==> src/assert_macros.svh <==
// ----------------------------------------------------------------
// Assertion macros
// Shared concurrent assertion wrappers for the classify cache.
// ----------------------------------------------------------------
`ifndef ASSERT_MACROS_SVH
`define ASSERT_MACROS_SVH

// Property must hold at every rising clock edge outside reset.
`define CCC_ASSERT(label, clk_s, rstn_s, prop, msg) \
  label: assert property (@(posedge clk_s) disable iff (!rstn_s) (prop)) else $error(msg);

// Condition must never be true outside reset.
`define CCC_ASSERT_NEVER(label, clk_s, rstn_s, cond, msg) \
  label: assert property (@(posedge clk_s) disable iff (!rstn_s) !(cond)) else $error(msg);

`endif

==> src/ccc_pkg.sv <==
// ----------------------------------------------------------------
// Congestion classify cache package
// Shared types, codes and defaults.
// ----------------------------------------------------------------
package ccc_pkg;

  localparam int unsigned LINES_DEF      = 65536;
  localparam int unsigned SPEED_BITS_DEF = 8;

  localparam int ENTRY_BITS    = 2;
  localparam int REGION_BITS   = 20;
  localparam int LINE_BITS     = 16;
  localparam int CLASS_BITS    = 4;
  localparam int LAYER_BITS    = 2;
  localparam int MIN_BITS      = 8;
  localparam int CFG_ADDR_BITS = 4;
  localparam int CFG_DATA_BITS = 32;

  typedef logic [ENTRY_BITS-1:0] entry_t;

  localparam entry_t ENTRY_UNKNOWN   = 2'h0;
  localparam entry_t ENTRY_NORMAL    = 2'h1;
  localparam entry_t ENTRY_CONGESTED = 2'h2;

  localparam logic [MIN_BITS-1:0]   MIN_SPEED_RESET = 8'd15;
  localparam logic [CLASS_BITS-1:0] MAX_CLASS_RESET = 4'd3;
  localparam logic [LAYER_BITS-1:0] LAYER_MAX       = 2'd1;

  localparam logic [1:0] REG_DISPLAY   = 2'd0;
  localparam logic [1:0] REG_MIN_SPEED = 2'd1;
  localparam logic [1:0] REG_MAX_CLASS = 2'd2;

  typedef struct packed {
    logic                  display_enabled;
    logic [MIN_BITS-1:0]   min_average_speed;
    logic [CLASS_BITS-1:0] max_road_class;
  } cfg_t;

  typedef enum logic [2:0] {
    S_SWEEP,
    S_IDLE,
    S_INDEX,
    S_LOOK,
    S_DONE
  } state_t;

endpackage

==> src/ccc_regs.sv <==
// ----------------------------------------------------------------
// Configuration registers
// APB write/read of display enable, minimum speed and class limit.
// ----------------------------------------------------------------
module ccc_regs (
  input  logic                                 clk,
  input  logic                                 rst_n,
  input  logic                                 psel,
  input  logic                                 penable,
  input  logic                                 pwrite,
  input  logic [ccc_pkg::CFG_ADDR_BITS-1:0]    paddr,
  input  logic [ccc_pkg::CFG_DATA_BITS-1:0]    pwdata,
  output logic [ccc_pkg::CFG_DATA_BITS-1:0]    prdata,
  output logic                                 pready,
  output ccc_pkg::cfg_t                        cfg
);

  ccc_pkg::cfg_t cfg_r;
  logic [1:0]    reg_idx;
  logic          wr_en;

  assign reg_idx = paddr[3:2];
  assign wr_en   = psel & penable & pwrite;
  assign pready  = 1'b1;
  assign cfg     = cfg_r;

  always_ff @(posedge clk) begin
    if (!rst_n) begin
      cfg_r.display_enabled   <= 1'b0;
      cfg_r.min_average_speed <= ccc_pkg::MIN_SPEED_RESET;
      cfg_r.max_road_class    <= ccc_pkg::MAX_CLASS_RESET;
    end else if (wr_en) begin
      unique case (reg_idx)
        ccc_pkg::REG_DISPLAY:   cfg_r.display_enabled   <= pwdata[0];
        ccc_pkg::REG_MIN_SPEED: cfg_r.min_average_speed <= pwdata[ccc_pkg::MIN_BITS-1:0];
        ccc_pkg::REG_MAX_CLASS: cfg_r.max_road_class    <= pwdata[ccc_pkg::CLASS_BITS-1:0];
        default: ;
      endcase
    end
  end

  always_comb begin
    unique case (reg_idx)
      ccc_pkg::REG_DISPLAY:   prdata = ccc_pkg::CFG_DATA_BITS'(cfg_r.display_enabled);
      ccc_pkg::REG_MIN_SPEED: prdata = ccc_pkg::CFG_DATA_BITS'(cfg_r.min_average_speed);
      ccc_pkg::REG_MAX_CLASS: prdata = ccc_pkg::CFG_DATA_BITS'(cfg_r.max_road_class);
      default:                prdata = '0;
    endcase
  end

endmodule

==> config.mk <==
export PLATFORM = sky130hd
export DESIGN_NAME = ccc_regs
export DESIGN_NICKNAME = d
export VERILOG_FILES = /design/src/assert_macros.svh /design/src/ccc_pkg.sv /design/src/ccc_regs.sv
export SDC_FILE = /design/constraint.sdc
export NUM_CORES = 1
export LEC_CHECK = 0
export ABC_AREA = 1
export BUFFER_PORTS_ARGS = -buffer_cell sky130_fd_sc_hd__buf_2
export CAP_MARGIN = 40
export CORE_ASPECT_RATIO = 0.75
export CORE_MARGIN = 4
export CORE_UTILIZATION = 37
export DETAILED_ROUTE_END_ITERATION = 6
export GPL_ROUTABILITY_DRIVEN = 0
export PLACE_DENSITY = 0.92
export RECOVER_POWER = 100
export SYNTH_ARGS = -nofsm -noshare
export SYNTH_HDL_FRONTEND = slang
export SYNTH_SLANG_ARGS = --single-unit
==> constraint.sdc <==
create_clock -name clk -period 1.25 [get_ports clk]
set_input_delay 0.0625 -clock clk [delete_from_list [all_inputs] [get_ports clk]]
set_output_delay 0.0625 -clock clk [all_outputs]
set_load 0.01 [all_outputs]
=== Word level (Yosys, flattened, before mapping) ===
Index checks and enable logic that the tools add are counted.

* Reductions and logical operators: 4
* Equal/unequal tests: 2
* Muxes and demuxes: 1
* Bitwise logic cells: 2

{| class="wikitable"
|+ Operators with widths
! operator !! number
|-
| 8-bit one-hot mux with 3 select lines || 1
|-
| 2-bit AND reduction || 3
|-
| 1-bit bitwise AND || 2
|-
| 2-bit by 1-bit equality test with 1-bit output, second input constant || 1
|-
| 2-bit equality test, second input constant || 1
|-
| 2-bit logical NOT || 1
|}

* Bits of input ports: 41
* Logic and storage cells: 12
* Output and inout bits: 46
* Register bits after elaboration: 13

=== Longest topological paths before layout ===
* Depth after elaboration: 3
* Depth in mapped cells: 5
* Mapped depth without buffers: 5

=== Least setup slack after synthesis ===
OpenSTA, ideal clock, no wires.

* Path type: in2reg
* Start point: input port psel
* End point: register cfg_r, in the netlist cfg[4]
* Path slack: 553 ps
* Data required time: 1120 ps
* Buffers on the path: 0
* Library setup time: 130 ps
* Arrival: 568 ps
* Cell stages on the path: 5
* Cells stage by stage: nand2_1 nor2_2 nand2_2 nand2_1 nand3_1

* Word-level cells in the longest chain between the ends: 3

{| class="wikitable"
|+ RTL lines
! item !! RTL line !! source
|-
| start, declared || ccc_regs.sv:8 || <nowiki>input logic psel,</nowiki>
|-
| 1-bit bitwise AND (2 in a row) || ccc_regs.sv:23 || <nowiki>assign wr_en = psel & penable & pwrite;</nowiki>
|-
| 2-bit AND reduction (no line) || -- ||
|-
| end, declared || ccc_regs.sv:18 || <nowiki>ccc_pkg::cfg_t cfg_r;</nowiki>
|}

Every way passes these cells.
A chain may end at the register's enable or synchronous reset.

=== Worst setup path in the final report ===
* Start point: register cfg_r, in the netlist cfg[0]
* End point: output port prdata[0] in the netlist's numbering

* Word-level cells in the longest chain between the ends: 1

{| class="wikitable"
|+ RTL lines
! item !! RTL line !! source
|-
| 8-bit one-hot mux with 3 select lines || ccc_regs.sv:43 || <nowiki>unique case (reg_idx)</nowiki>
|-
| end, declared || ccc_regs.sv:13 || <nowiki>output logic [ccc_pkg::CFG_DATA_BITS-1:0] prdata,</nowiki>
|}

Every way passes these cells.

==> flow_metrics.tcl <==
set metrics [dict create \
    post-cts-setup-buffers 0 \
    final_util_pct 44.9 \
    finalCritPeriodShare_pct 81.5 \
    worstSetupPathType "reg2out" \
    wl_per_cell_um 9.76 \
    grt-ovfl-total 0 \
    peakVddDrop_mv 0.446 \
    drtIter0Drc 24 \
    diodes 0 \
    clock_path_buffers 2 \
    area_growth_pct 11.6 \
    grt_pass1_wl_mm 2.90 \
    finalHoldViolCount 0 \
    slew_headroom_pct 52.3 \
    ctsHoldBuffers 0 \
    yosys.area.top_type "dfxtp_1" \
    placedCellCount 186 \
    tightest_slew_ps 713 \
    path_clk_slew_ps 80 \
    placementRows 14 \
    setup-tns-final_ps 0 \
    cts_max_level 1 \
    timing.fmax_ghz 0.981 \
    vias_per_cell 4.09 \
    ant_nets 0 \
    status "complete, no violations" \
    syn_inst 130 \
    drtPass1Iterations 4 \
    start_kind "flop" \
    nets 208 \
    grt_start_max_net_pins 14 \
    rsz0062_at_grt "no" \
    synth_top_cell_area_share_pct 31.0 \
    max_cap_violations 0 \
    switching_share_pct 30.5 \
    final_cell_mix "nand2_1, conb_1, clkbuf_1" \
    cts_sinks 13 \
    synth_seq_area_share_pct 31.0 \
    layout-drive-gt1-share_pct 14.5 \
    cp.required_ps 1190 \
    p_int_uw 592 \
    drc 0 \
    cts-buffers-inserted 3 \
    routed_wirelength_mm 1.85 \
    antenna_found_initial 0 \
    insertion_delay_ps 270 \
    hp-class "in2reg" \
    p_seq_share_pct 50.4 \
    die_w_um 63.0 \
    largest_reg_flops 13 \
    period_needed_ps 1020 \
    p_leak_uw 0.000488 \
    ys_ff_latch 13 \
    core_area_um2 2080 \
    grt_pass1_vias 647 \
    ioPinCount 87 \
    synth.distinct_cells 13 \
    die_h_um 49.2 \
    grt_use_total_pct 11.8 \
    syn_area_um2 838 \
    total_power_uw 852 \
    start_util_pct 40.2 \
    dp_hpwl_mm 1.49 \
    pwr_density_cell_nw_per_um2 910 \
    cts_tree "yes" \
    slew_violations 0 \
    num_vias 777 \
    crit_fanout 3 \
    portBuffers 35 \
    cts_resized 0 \
    synth_area_per_cell_um2 6.45 \
    clock_skew_ps 0 \
    die_area_um2 3100 \
    clockRootBuffer "clkbuf_4" \
    pwr-share-comb_pct 18.8 \
    final_cells 190 \
    finalSetupViolCount 0 \
    final_common_cell "nand2_1" \
    yosys_warnings 0 \
    critPathCaptureType "primary output" \
    p_sw_uw 260 \
    netlist_top_cells_area "dfxtp_1, buf_4, nand2_1" \
    cp.arrival_ps 960 \
    p_clk_share_pct 30.8 \
]
-- final timing paths --
kind                              from              endpoint  slack, ps  cells after the start
hold reg to reg    cfg[1]$_SDFFE_PN1P_   cfg[1]$_SDFFE_PN1P_        480                      2
setup / recovery   cfg[0]$_SDFFE_PN1P_             prdata[0]        230                      3
setup reg to reg  cfg[12]$_SDFFE_PN0P_  cfg[12]$_SDFFE_PN0P_        660                      2
hold / removal               pwdata[2]   cfg[6]$_SDFFE_PN1P_         10                      3
-- synth_stat cells --
cell / count
nor2_2: 2
buf_4: 25
inv_1: 12
clkbuf_1: 1
conb_1: 2
nand3_1: 15
nand2_2: 2
inv_2: 2
nor2_1: 19
a21oi_1: 1
nor2_4: 2
dfxtp_1: 13
nand2_1: 34
-- logic make-up after synthesis --
kind of cell	Yosys count	synth area share (%)
flip-flops	13	31.0
AND/OR/NAND/NOR	74	38.4
AO/OA/AOI/OAI	1	0.596
other	2	0.896
buffers and inverters	40	29.1
-- power groups by stage --
stage / Clock [µW] / Combinational [µW] / Sequential [µW]
floorplan: 0 / 156 / 443
CTS: 271 / 164 / 429
global placement: 0 / 162 / 439
global route: 286 / 179 / 431
finish: 263 / 160 / 429
detailed placement: 0 / 164 / 439
-- metal layers --
| metal | GRT usage (%) | vias up | wire (µm) |
|---|---|---|---|
| met5 | 0 | - | 0 |
| met4 | 3.30 | 0 | 9 |
| met3 | 5.99 | 2 | 175 |
| met2 | 18.6 | 28 | 868 |
| met1 | 14.0 | 328 | 801 |
| li1 | - | 419 | - |
-- cell type report --
cell class / instances / area, µm²
clock buffer: 4 / 26.3
fill: 252 / 1150
inverter: 14 / 52.6
multi-input combinational: 100 / 418
sequential: 13 / 260
tap: 24 / 30.0
timing repair buffer: 35 / 149
-- stage by stage --
stage                     area, µm²  hold slack [ps]  setup WS [ps]
after floorplan                 925              183            553
after global placement          938              296            302
after detailed placement        938              300            280
after CTS                       965             2.11            248
after global routing            936             9.74            116
final                           936             9.77            231
-- critical path: stages (launching register included) --
cell	delay, ps
dfxtp_1	350
nand2_1	60
nand3_1	110
clkbuf_1	160
No activity file was read; power rests on OpenSTA's default activity.
