--- config.mk ---
export PLATFORM = sky130hd
export DESIGN_NAME = ccc_judge
export DESIGN_NICKNAME = d
export VERILOG_FILES = /design/src/assert_macros.svh /design/src/ccc_pkg.sv /design/src/ccc_judge.sv
export SDC_FILE = /design/constraint.sdc
export NUM_CORES = 1
export LEC_CHECK = 0
export ABC_CLOCK_PERIOD_IN_PS = 6900
export BUFFER_PORTS_ARGS = -buffer_cell sky130_fd_sc_hd__clkbuf_2
export CELL_PAD_IN_SITES_DETAIL_PLACEMENT = 0
export CELL_PAD_IN_SITES_GLOBAL_PLACEMENT = 2
export CORE_MARGIN = 3
export CORE_UTILIZATION = 33
export DETAILED_ROUTE_END_ITERATION = 7
export GPL_ROUTABILITY_DRIVEN = 1
export PLACE_DENSITY_LB_ADDON = 0.1
export SETUP_SLACK_MARGIN = 0.2
export SLEW_MARGIN = 20
export SYNTH_ARGS = -nofsm -noshare
export SYNTH_HDL_FRONTEND = slang
export SYNTH_SLANG_ARGS = --single-unit
--- constraint.sdc ---
create_clock -name vclk -period 6.9
set_clock_uncertainty 0.05 [all_clocks]
set_input_delay 1.38 -clock vclk [all_inputs]
set_output_delay 1.38 -clock vclk [all_outputs]
set_load 0.02 [all_outputs]
--- src/assert_macros.svh ---
// ----------------------------------------------------------------
// Assertion macros
// Shared concurrent assertion wrappers for the classify cache.
// ----------------------------------------------------------------
`ifndef ASSERT_MACROS_SVH
`define ASSERT_MACROS_SVH

// Property must hold at every rising clock edge outside reset.
`define CCC_ASSERT(label, clk_s, rstn_s, prop, msg) \
  label: assert property (@(posedge clk_s) disable iff (!rstn_s) (prop)) else $error(msg);

// Condition must never be true outside reset.
`define CCC_ASSERT_NEVER(label, clk_s, rstn_s, cond, msg) \
  label: assert property (@(posedge clk_s) disable iff (!rstn_s) !(cond)) else $error(msg);

`endif

--- src/ccc_pkg.sv ---
// ----------------------------------------------------------------
// Congestion classify cache package
// Shared types, codes and defaults.
// ----------------------------------------------------------------
package ccc_pkg;

  localparam int unsigned LINES_DEF      = 65536;
  localparam int unsigned SPEED_BITS_DEF = 8;

  localparam int ENTRY_BITS    = 2;
  localparam int REGION_BITS   = 20;
  localparam int LINE_BITS     = 16;
  localparam int CLASS_BITS    = 4;
  localparam int LAYER_BITS    = 2;
  localparam int MIN_BITS      = 8;
  localparam int CFG_ADDR_BITS = 4;
  localparam int CFG_DATA_BITS = 32;

  typedef logic [ENTRY_BITS-1:0] entry_t;

  localparam entry_t ENTRY_UNKNOWN   = 2'h0;
  localparam entry_t ENTRY_NORMAL    = 2'h1;
  localparam entry_t ENTRY_CONGESTED = 2'h2;

  localparam logic [MIN_BITS-1:0]   MIN_SPEED_RESET = 8'd15;
  localparam logic [CLASS_BITS-1:0] MAX_CLASS_RESET = 4'd3;
  localparam logic [LAYER_BITS-1:0] LAYER_MAX       = 2'd1;

  localparam logic [1:0] REG_DISPLAY   = 2'd0;
  localparam logic [1:0] REG_MIN_SPEED = 2'd1;
  localparam logic [1:0] REG_MAX_CLASS = 2'd2;

  typedef struct packed {
    logic                  display_enabled;
    logic [MIN_BITS-1:0]   min_average_speed;
    logic [CLASS_BITS-1:0] max_road_class;
  } cfg_t;

  typedef enum logic [2:0] {
    S_SWEEP,
    S_IDLE,
    S_INDEX,
    S_LOOK,
    S_DONE
  } state_t;

endpackage

--- src/ccc_judge.sv ---
// ----------------------------------------------------------------
// Speed judge
// Forward then reverse direction verdict, normal when undecided.
// ----------------------------------------------------------------
module ccc_judge #(
  parameter int unsigned SPEED_BITS = ccc_pkg::SPEED_BITS_DEF
) (
  input  ccc_pkg::cfg_t           cfg,
  input  logic [SPEED_BITS-1:0]   speed_forward,
  input  logic [SPEED_BITS-1:0]   average_forward,
  input  logic [SPEED_BITS-1:0]   speed_reverse,
  input  logic [SPEED_BITS-1:0]   average_reverse,
  output ccc_pkg::entry_t         verdict
);

  localparam int CW = (SPEED_BITS > ccc_pkg::MIN_BITS) ? SPEED_BITS : ccc_pkg::MIN_BITS;
  localparam int PW = SPEED_BITS + 2;

  // speed < floor(2*avg/3)  <=>  3*speed + 3 <= 2*avg
  function automatic ccc_pkg::entry_t judge_dir(
    input logic [SPEED_BITS-1:0]        spd,
    input logic [SPEED_BITS-1:0]        avg,
    input logic [ccc_pkg::MIN_BITS-1:0] min_spd
  );
    logic [PW-1:0]   lhs;
    logic [PW-1:0]   rhs;
    ccc_pkg::entry_t res;
    lhs = PW'(spd) + PW'({spd, 1'b0}) + PW'(3);
    rhs = PW'({avg, 1'b0});
    priority if (spd == '0) begin
      res = ccc_pkg::ENTRY_UNKNOWN;
    end else if (CW'(avg) < CW'(min_spd)) begin
      res = ccc_pkg::ENTRY_NORMAL;
    end else if (lhs <= rhs) begin
      res = ccc_pkg::ENTRY_CONGESTED;
    end else begin
      res = ccc_pkg::ENTRY_UNKNOWN;
    end
    return res;
  endfunction

  ccc_pkg::entry_t v_fwd;
  ccc_pkg::entry_t v_rev;

  always_comb begin
    v_fwd = judge_dir(speed_forward, average_forward, cfg.min_average_speed);
    v_rev = judge_dir(speed_reverse, average_reverse, cfg.min_average_speed);
    priority if (v_fwd != ccc_pkg::ENTRY_UNKNOWN) begin
      verdict = v_fwd;
    end else if (v_rev != ccc_pkg::ENTRY_UNKNOWN) begin
      verdict = v_rev;
    end else begin
      verdict = ccc_pkg::ENTRY_NORMAL;
    end
  end

endmodule

# Word level (Yosys, flattened, before mapping)
# Cells that the tools add are included.
# W data, S select, Z words.
[word_totals] reg_bits=0 input_bits=45 out_inout_bits=2 elab_cells=20
[op_classes] addsub=4 magnitude_cmp=4 muxes=8 n_reduce_logical=4
[ops] cell="$add A10 B2 Y10 const B" n=2
[ops] cell="$add A8 B9 Y10" n=2
[ops] cell="$le A10 B9 Y1" n=2
[ops] cell="$logic_not A8 Y1" n=2
[ops] cell="$lt A8 B8 Y1" n=2
[ops] cell="$mux W2" n=8
[ops] cell="$reduce_bool A2 Y1" n=2

# Longest topological paths before layout
# Gate-level depths: netlist of run 1.
[depth] depth_word=9 ltp_mapped=15

# Worst setup path after synthesis of run 1
# Ideal clock, no wire load.
[synth_path] path_kind="input to output" startpoint="input port speed_forward[3]" endpoint="output port verdict[1]" arrival_ps=4089 slack_ps=1381 stages=12 path_buffers=0 path_cell_list="ha_1 ha_1 a21oi_1 o21ai_2 a31o_4 xor2_1 ha_1 a22o_1 nor4_1 a211oi_1 a2111oi_4 o32a_1"
[synth_via] elab_chain_cells=8 word_cells_on_any_way=9 cone_classes="add/sub: 2; order compare: 1; mux: 4; reduce/logical: 2"
[synth_rtl] element="start: declaration" line_no="ccc_judge.sv:9" source="input logic [SPEED_BITS-1:0] speed_forward,"
[synth_rtl] element="$add A8 B9 Y10" line_no="ccc_judge.sv:28" source="lhs = PW'(spd) + PW'({spd, 1'b0}) + PW'(3);"
[synth_rtl] element="$add A10 B2 Y10" line_no="ccc_judge.sv:28"
[synth_rtl] element="$le A10 B9 Y1" line_no="ccc_judge.sv:34" source="end else if (lhs <= rhs) begin"
[synth_rtl] element="$mux W2" line_no="ccc_judge.sv:34"
[synth_rtl] element="$mux W2" line_no="ccc_judge.sv:32" source="end else if (CW'(avg) < CW'(min_spd)) begin"
[synth_rtl] element="$mux W2 *" line_no="ccc_judge.sv:30" source="priority if (spd == '0) begin"
[synth_rtl] element="$reduce_bool A2 Y1" line_no="ccc_judge.sv:48" source="priority if (v_fwd != ccc_pkg::ENTRY_UNKNOWN) begin"
[synth_rtl] element="$mux W2 *" line_no="ccc_judge.sv:48"
[synth_rtl] element="end: declaration" line_no="ccc_judge.sv:13" source="output ccc_pkg::entry_t verdict"
# Mark *: on every way between the ends. The rest lies on a longest branch, timed or not.

# Worst setup path after layout of run 1
[layout_path] startpoint="input port speed_forward[0]" endpoint="output port verdict[0]"
# Same word-level chain as after synthesis.

==> results of run 1 <==
-- worst max-delay path, stage by stage --
cell       delay, ns
clkbuf_2        0.16
inv_1           0.06
ha_1            0.22
inv_1           0.07
ha_1            0.22
a21o_1          0.16
a21oi_1         0.22
o21ai_1         0.14
o41ai_1         0.33
xnor2_1         0.13
ha_1            0.32
o21a_1          0.12
a21oi_1         0.06
a211oi_1        0.38
a2111oi_4       0.11
o32ai_1         0.20
clkbuf_2        0.24
-- how the worst max path moves through the flow --
stage                      end  slack (ns)  cells after the start
floorplan           verdict[1]        1.38                     12
global placement    verdict[1]        0.91                     17
detailed placement  verdict[1]        0.93                     17
CTS                 verdict[1]        0.92                     17
global route        verdict[1]        0.69                     17
finish              verdict[0]        0.96                     17
-- metrics by stage --
| stage | power (uW) | instance area, sq um |
|---|---|---|
| global route | 218 | 1950 |
| global placement | 191 | 1950 |
| detailed placement | 190 | 1950 |
| floorplan | 139 | 1660 |
| CTS | 191 | 1950 |
| finish | 188 | 1950 |
-- placed cells by master, fill, tap and decap left out, types with 5 or more instances in the layout --
master    count
xnor2_1       9
clkbuf_2     42
xor2_1        5
inv_1        38
ha_1         65
a21oi_1       9
nand2_1       7
o21ai_0       6
nor2_1        9
-- power groups by stage --
stage / registers, uW / clock network (uW) / logic (uW)
after floorplan: 0 / 0 / 139
after global placement: 0 / 0 / 191
after detailed placement: 0 / 0 / 190
after CTS: 0 / 0 / 191
after global routing: 0 / 0 / 218
final: 0 / 0 / 188
-- kinds of logic (layout without fill, tap and decap cells) --
| family | count (synthesis) | count (layout) |
|---|---|---|
| compound gates | 47 | 47 |
| buf+inv | 38 | 80 |
| simple gates | 38 | 38 |
| mux | 2 | 2 |
| xor+xnor | 14 | 14 |
| fa+ha+maj | 65 | 65 |
-- metal layers --
layer / vias up / track usage, %
met5: - / 0
met4: 0 / 0
met3: 0 / 1.06
met2: 28 / 22.3
met1: 663 / 16.9
li1: 818 / -
-- layout make-up --
type | count | area (sq um)
Multi-Input combinational cell | 166 | 1510
Tap cell | 67 | 83.8
Inverter | 38 | 143
Timing Repair Buffer | 42 | 210
Fill cell | 538 | 2840
==> metrics.txt, run 1 <==
Initial Util=34.6%; Post-Route Utilization=40.7%; Antenna Nets Post-Route=0; share of cells above drive strength 1=19.1%; final wirelength=approximately 3.7 mm; Switching Share=52.4%; Placed Cells=313; hold slack=3.25 ns; global placer's final weighted congestion=approximately 0.76; Synth Area in Compound Gates=roughly 22%; final setup TNS=0 ns; post-route setup slack=roughly 0.96 ns; synthesized cell area=between 1500 and 2000 sq um; post-synth net total=about 310; die area=5900 sq um; Finished Layout Cells=313; IO buf count=42; Finish-stage setup viols=0; initial detailed-routing violation count=20; Distinct cells, synth=45; Post-Synth Simple-Gate Area=11.7%; count leader, synth=ha_1; largest net degree at the start of global routing=7; Final period util=a little under nine tenths; top cell type's share of synthesized area=49.1%; first-pass GRT wire length=6.29 mm; PwrDens=96.4 nW/um^2; Clock Power Share=0%; initial antenna violation count=0; clock buffers=0; antenna cells=0; CP required=5.47 ns; Startpoint Class=input pin; Leak=0.00112 uW; top post-synthesis cells by area=ha_1 49%, inv_1 8.6%, xnor2_1 4.8%, a21oi_1 2.7%, xor2_1 2.6%; Critical path origin=speed_forward[0]; crit-path max FO=6; worst-margin pin slew=0.410 ns; Core Area=4790 sq um; DR vias=roughly 1500; GRT overflow=0; Commonest cells post-synth=65 x ha_1, 38 x inv_1, 9 x a21oi_1, 9 x nor2_1, 9 x xnor2_1; Setup crit end kind=output pin; vias in the first global route=about 1500; register area=0 sq um; die width=76.8 um; Max Cap Viol=0; multiplexer area fraction after synthesis=1.44%; Mapped Cells=204; CTS Hold Buffers Added=0; DP HPWL=3.49 mm; Syn Area/Cell=8.11 sq um; FF+latch count=0; HP Class=input pin to output pin; FMAX=between 150 and 200 MHz; routed vias/inst=4.82; Internal=89.5 uW; Post-CTS Resized=0; largest family of logic cells by synthesized area=adder cells; register area share after synthesis=0%; met1 WL=1.87 mm; Max Slew Vio Count=0; RSZ-0062 raised after global routing=false; Net Switching=98.4 uW; Worst Min Path Start=average_forward[7]; Detailed Routing Iterations Pass 1=4; met3 WL post-DR=between 150 and 200 um; WL met2=about 1.7 mm; nets@finish=roughly 360; worst relative slew slack=72.4%; Max Used Layer=met3; final hold vios=0; IO Count=47; Layout area overhead=17.8%; Hold Path Sink=verdict[0]; Total GRT Usage=12.4%; Setup CP Type=input pin to output pin; post-synthesis adder-cell area fraction=49.1%; DP Worst Slack=0.933 ns; drt wl/cell=11.8 um; XOR/XNOR Fraction of Synth Area=7.41%; Final min period=approximately 5.9 ns; Yosys warning count=0; Comb pwr share=100.0%; postcts setup bufs=0; DRC=0; Worst EP arrival=4.51 ns; dominant cell type by area after synthesis=ha_1; Site Rows=25; Max VDD drop=0.0000556 V; status=finished, final reports clean; die height=a little under 80 um; Flop pwr share=0%; hold depth=4
(Power assumes the default switching activity.)
==> inputs of run 2 (changes only) <==
CORE_ASPECT_RATIO = 1.4   (was not set)
==> metrics.txt, run 2 (synthesis results as in run 1) <==
final wirelength=3.83 mm; Final period util=86.0%; met1 WL=~1.4 mm; status=finished, final reports clean; Leak=approximately 0.0011 uW; Placed Cells=308; DRC=0; final hold vios=0; CTS Hold Buffers Added=0; DP Worst Slack=0.848 ns; CP peak stage delay=0.36 ns; commonest non-fill, non-tap cell in the layout=ha_1; final setup TNS=0 ns; CP required=5.47 ns; Layout area overhead=17.4%; DR vias=between 1500 and 2000; hold slack=3.23 ns; Finished Layout Cells=308; Finish-stage setup viols=0; crit-path max FO=6; first-pass GRT wire length=6.59 mm; initial detailed-routing violation count=21; Max Used Layer=met3; worst relative slew slack=a little over two thirds; IO Count=47; largest net degree at the start of global routing=7; Antenna Nets Post-Route=0; die width=around 66 um; HP Class=input pin to output pin; Critical Path, Cell by Cell=clkbuf_2, inv_1, ha_1, inv_1, ha_1, a21o_1, a21oi_1, o21ai_1, o41ai_1, xnor2_1, ha_1, o21a_1, a21oi_1, a211oi_1, a2111oi_4, o32a_1, clkbuf_2; register area=0 sq um; antenna cells=0; most frequent cells in the layout=65 x ha_1, 42 x clkbuf_2, 38 x inv_1; Core Area=4680 sq um; PwrDens=97.5 nW/um^2; Site Rows=29; clock buffers=0; IO buf count=42; Initial Util=35.4%; Max Slew Vio Count=0; die height=around 90 um; initial antenna violation count=0; share of cells above drive strength 1=19.1%; area of the multi-input gates=1510 sq um; WL met2=2.39 mm; met3 WL post-DR=76 um; Max Cap Viol=0; slowest cell on the critical path=a2111oi_4; Final min period=5.93 ns; Max VDD drop=0.0000480 V; postcts setup bufs=0; vias in the first global route=1641; routed vias/inst=4.99; fill count=between 400 and 500; Post-CTS Resized=0; Setup CP Type=input pin to output pin; RSZ-0062 raised after global routing=false; global placer's final weighted congestion=0.714; GRT overflow=0; post-route setup slack=around 0.97 ns; FMAX=169 MHz; Worst EP arrival=4.50 ns; FF+latch count=0; die area=~6000 sq um; Startpoint Class=input pin; Detailed Routing Iterations Pass 1=4; nets@finish=358; Setup crit end kind=output pin; worst-margin pin slew=0.456 ns; CP most frequent cell=ha_1; drt wl/cell=12.4 um; DP HPWL=3.72 mm; Total GRT Usage=13.4%
## run 2: through the flow
| stage | power (uW) | area [sq um] | util [%] |
|---|---|---|---|
| floorplan | 139 | 1660 | - |
| global placement | 194 | 1940 | 41.5 |
| detailed placement | 194 | 1940 | 41.5 |
| CTS | 195 | 1940 | 41.5 |
| global route | 217 | 1940 | 41.5 |
| finish | 189 | 1940 | 41.5 |
## run 2: final cells by class
class                           instances  share of cell area (%)
Tap cell                               62                    3.99
Timing Repair Buffer                   42                    10.8
Inverter                               38                    7.34
Multi-Input combinational cell        166                    77.8
## run 2: layer usage
metal / GRT usage [%] / vias to the layer above
met5: 0 / -
met4: 0 / 0
met3: 0 / 0
met2: 30.8 / 18
met1: 12.7 / 701
li1: - / 818
## run 2: power breakdown
part / internal, uW / switching [uW] / total [uW]
combinational: 90.3 / 99.1 / 189
sequential: 0 / 0 / 0
clock: 0 / 0 / 0
## run 2: critical path: cells and delay by family
kind	cells	cell delay [ns]
compound gates	9	1.77
xor+xnor	1	0.17
fa+ha+maj	3	0.74
buf+inv	4	0.43
## run 2: final timing paths
path	startpoint	endpoint	slack [ns]	cells past startpoint
max	speed_forward[0]	verdict[1]	0.97	17
min	average_forward[7]	verdict[0]	3.23	4
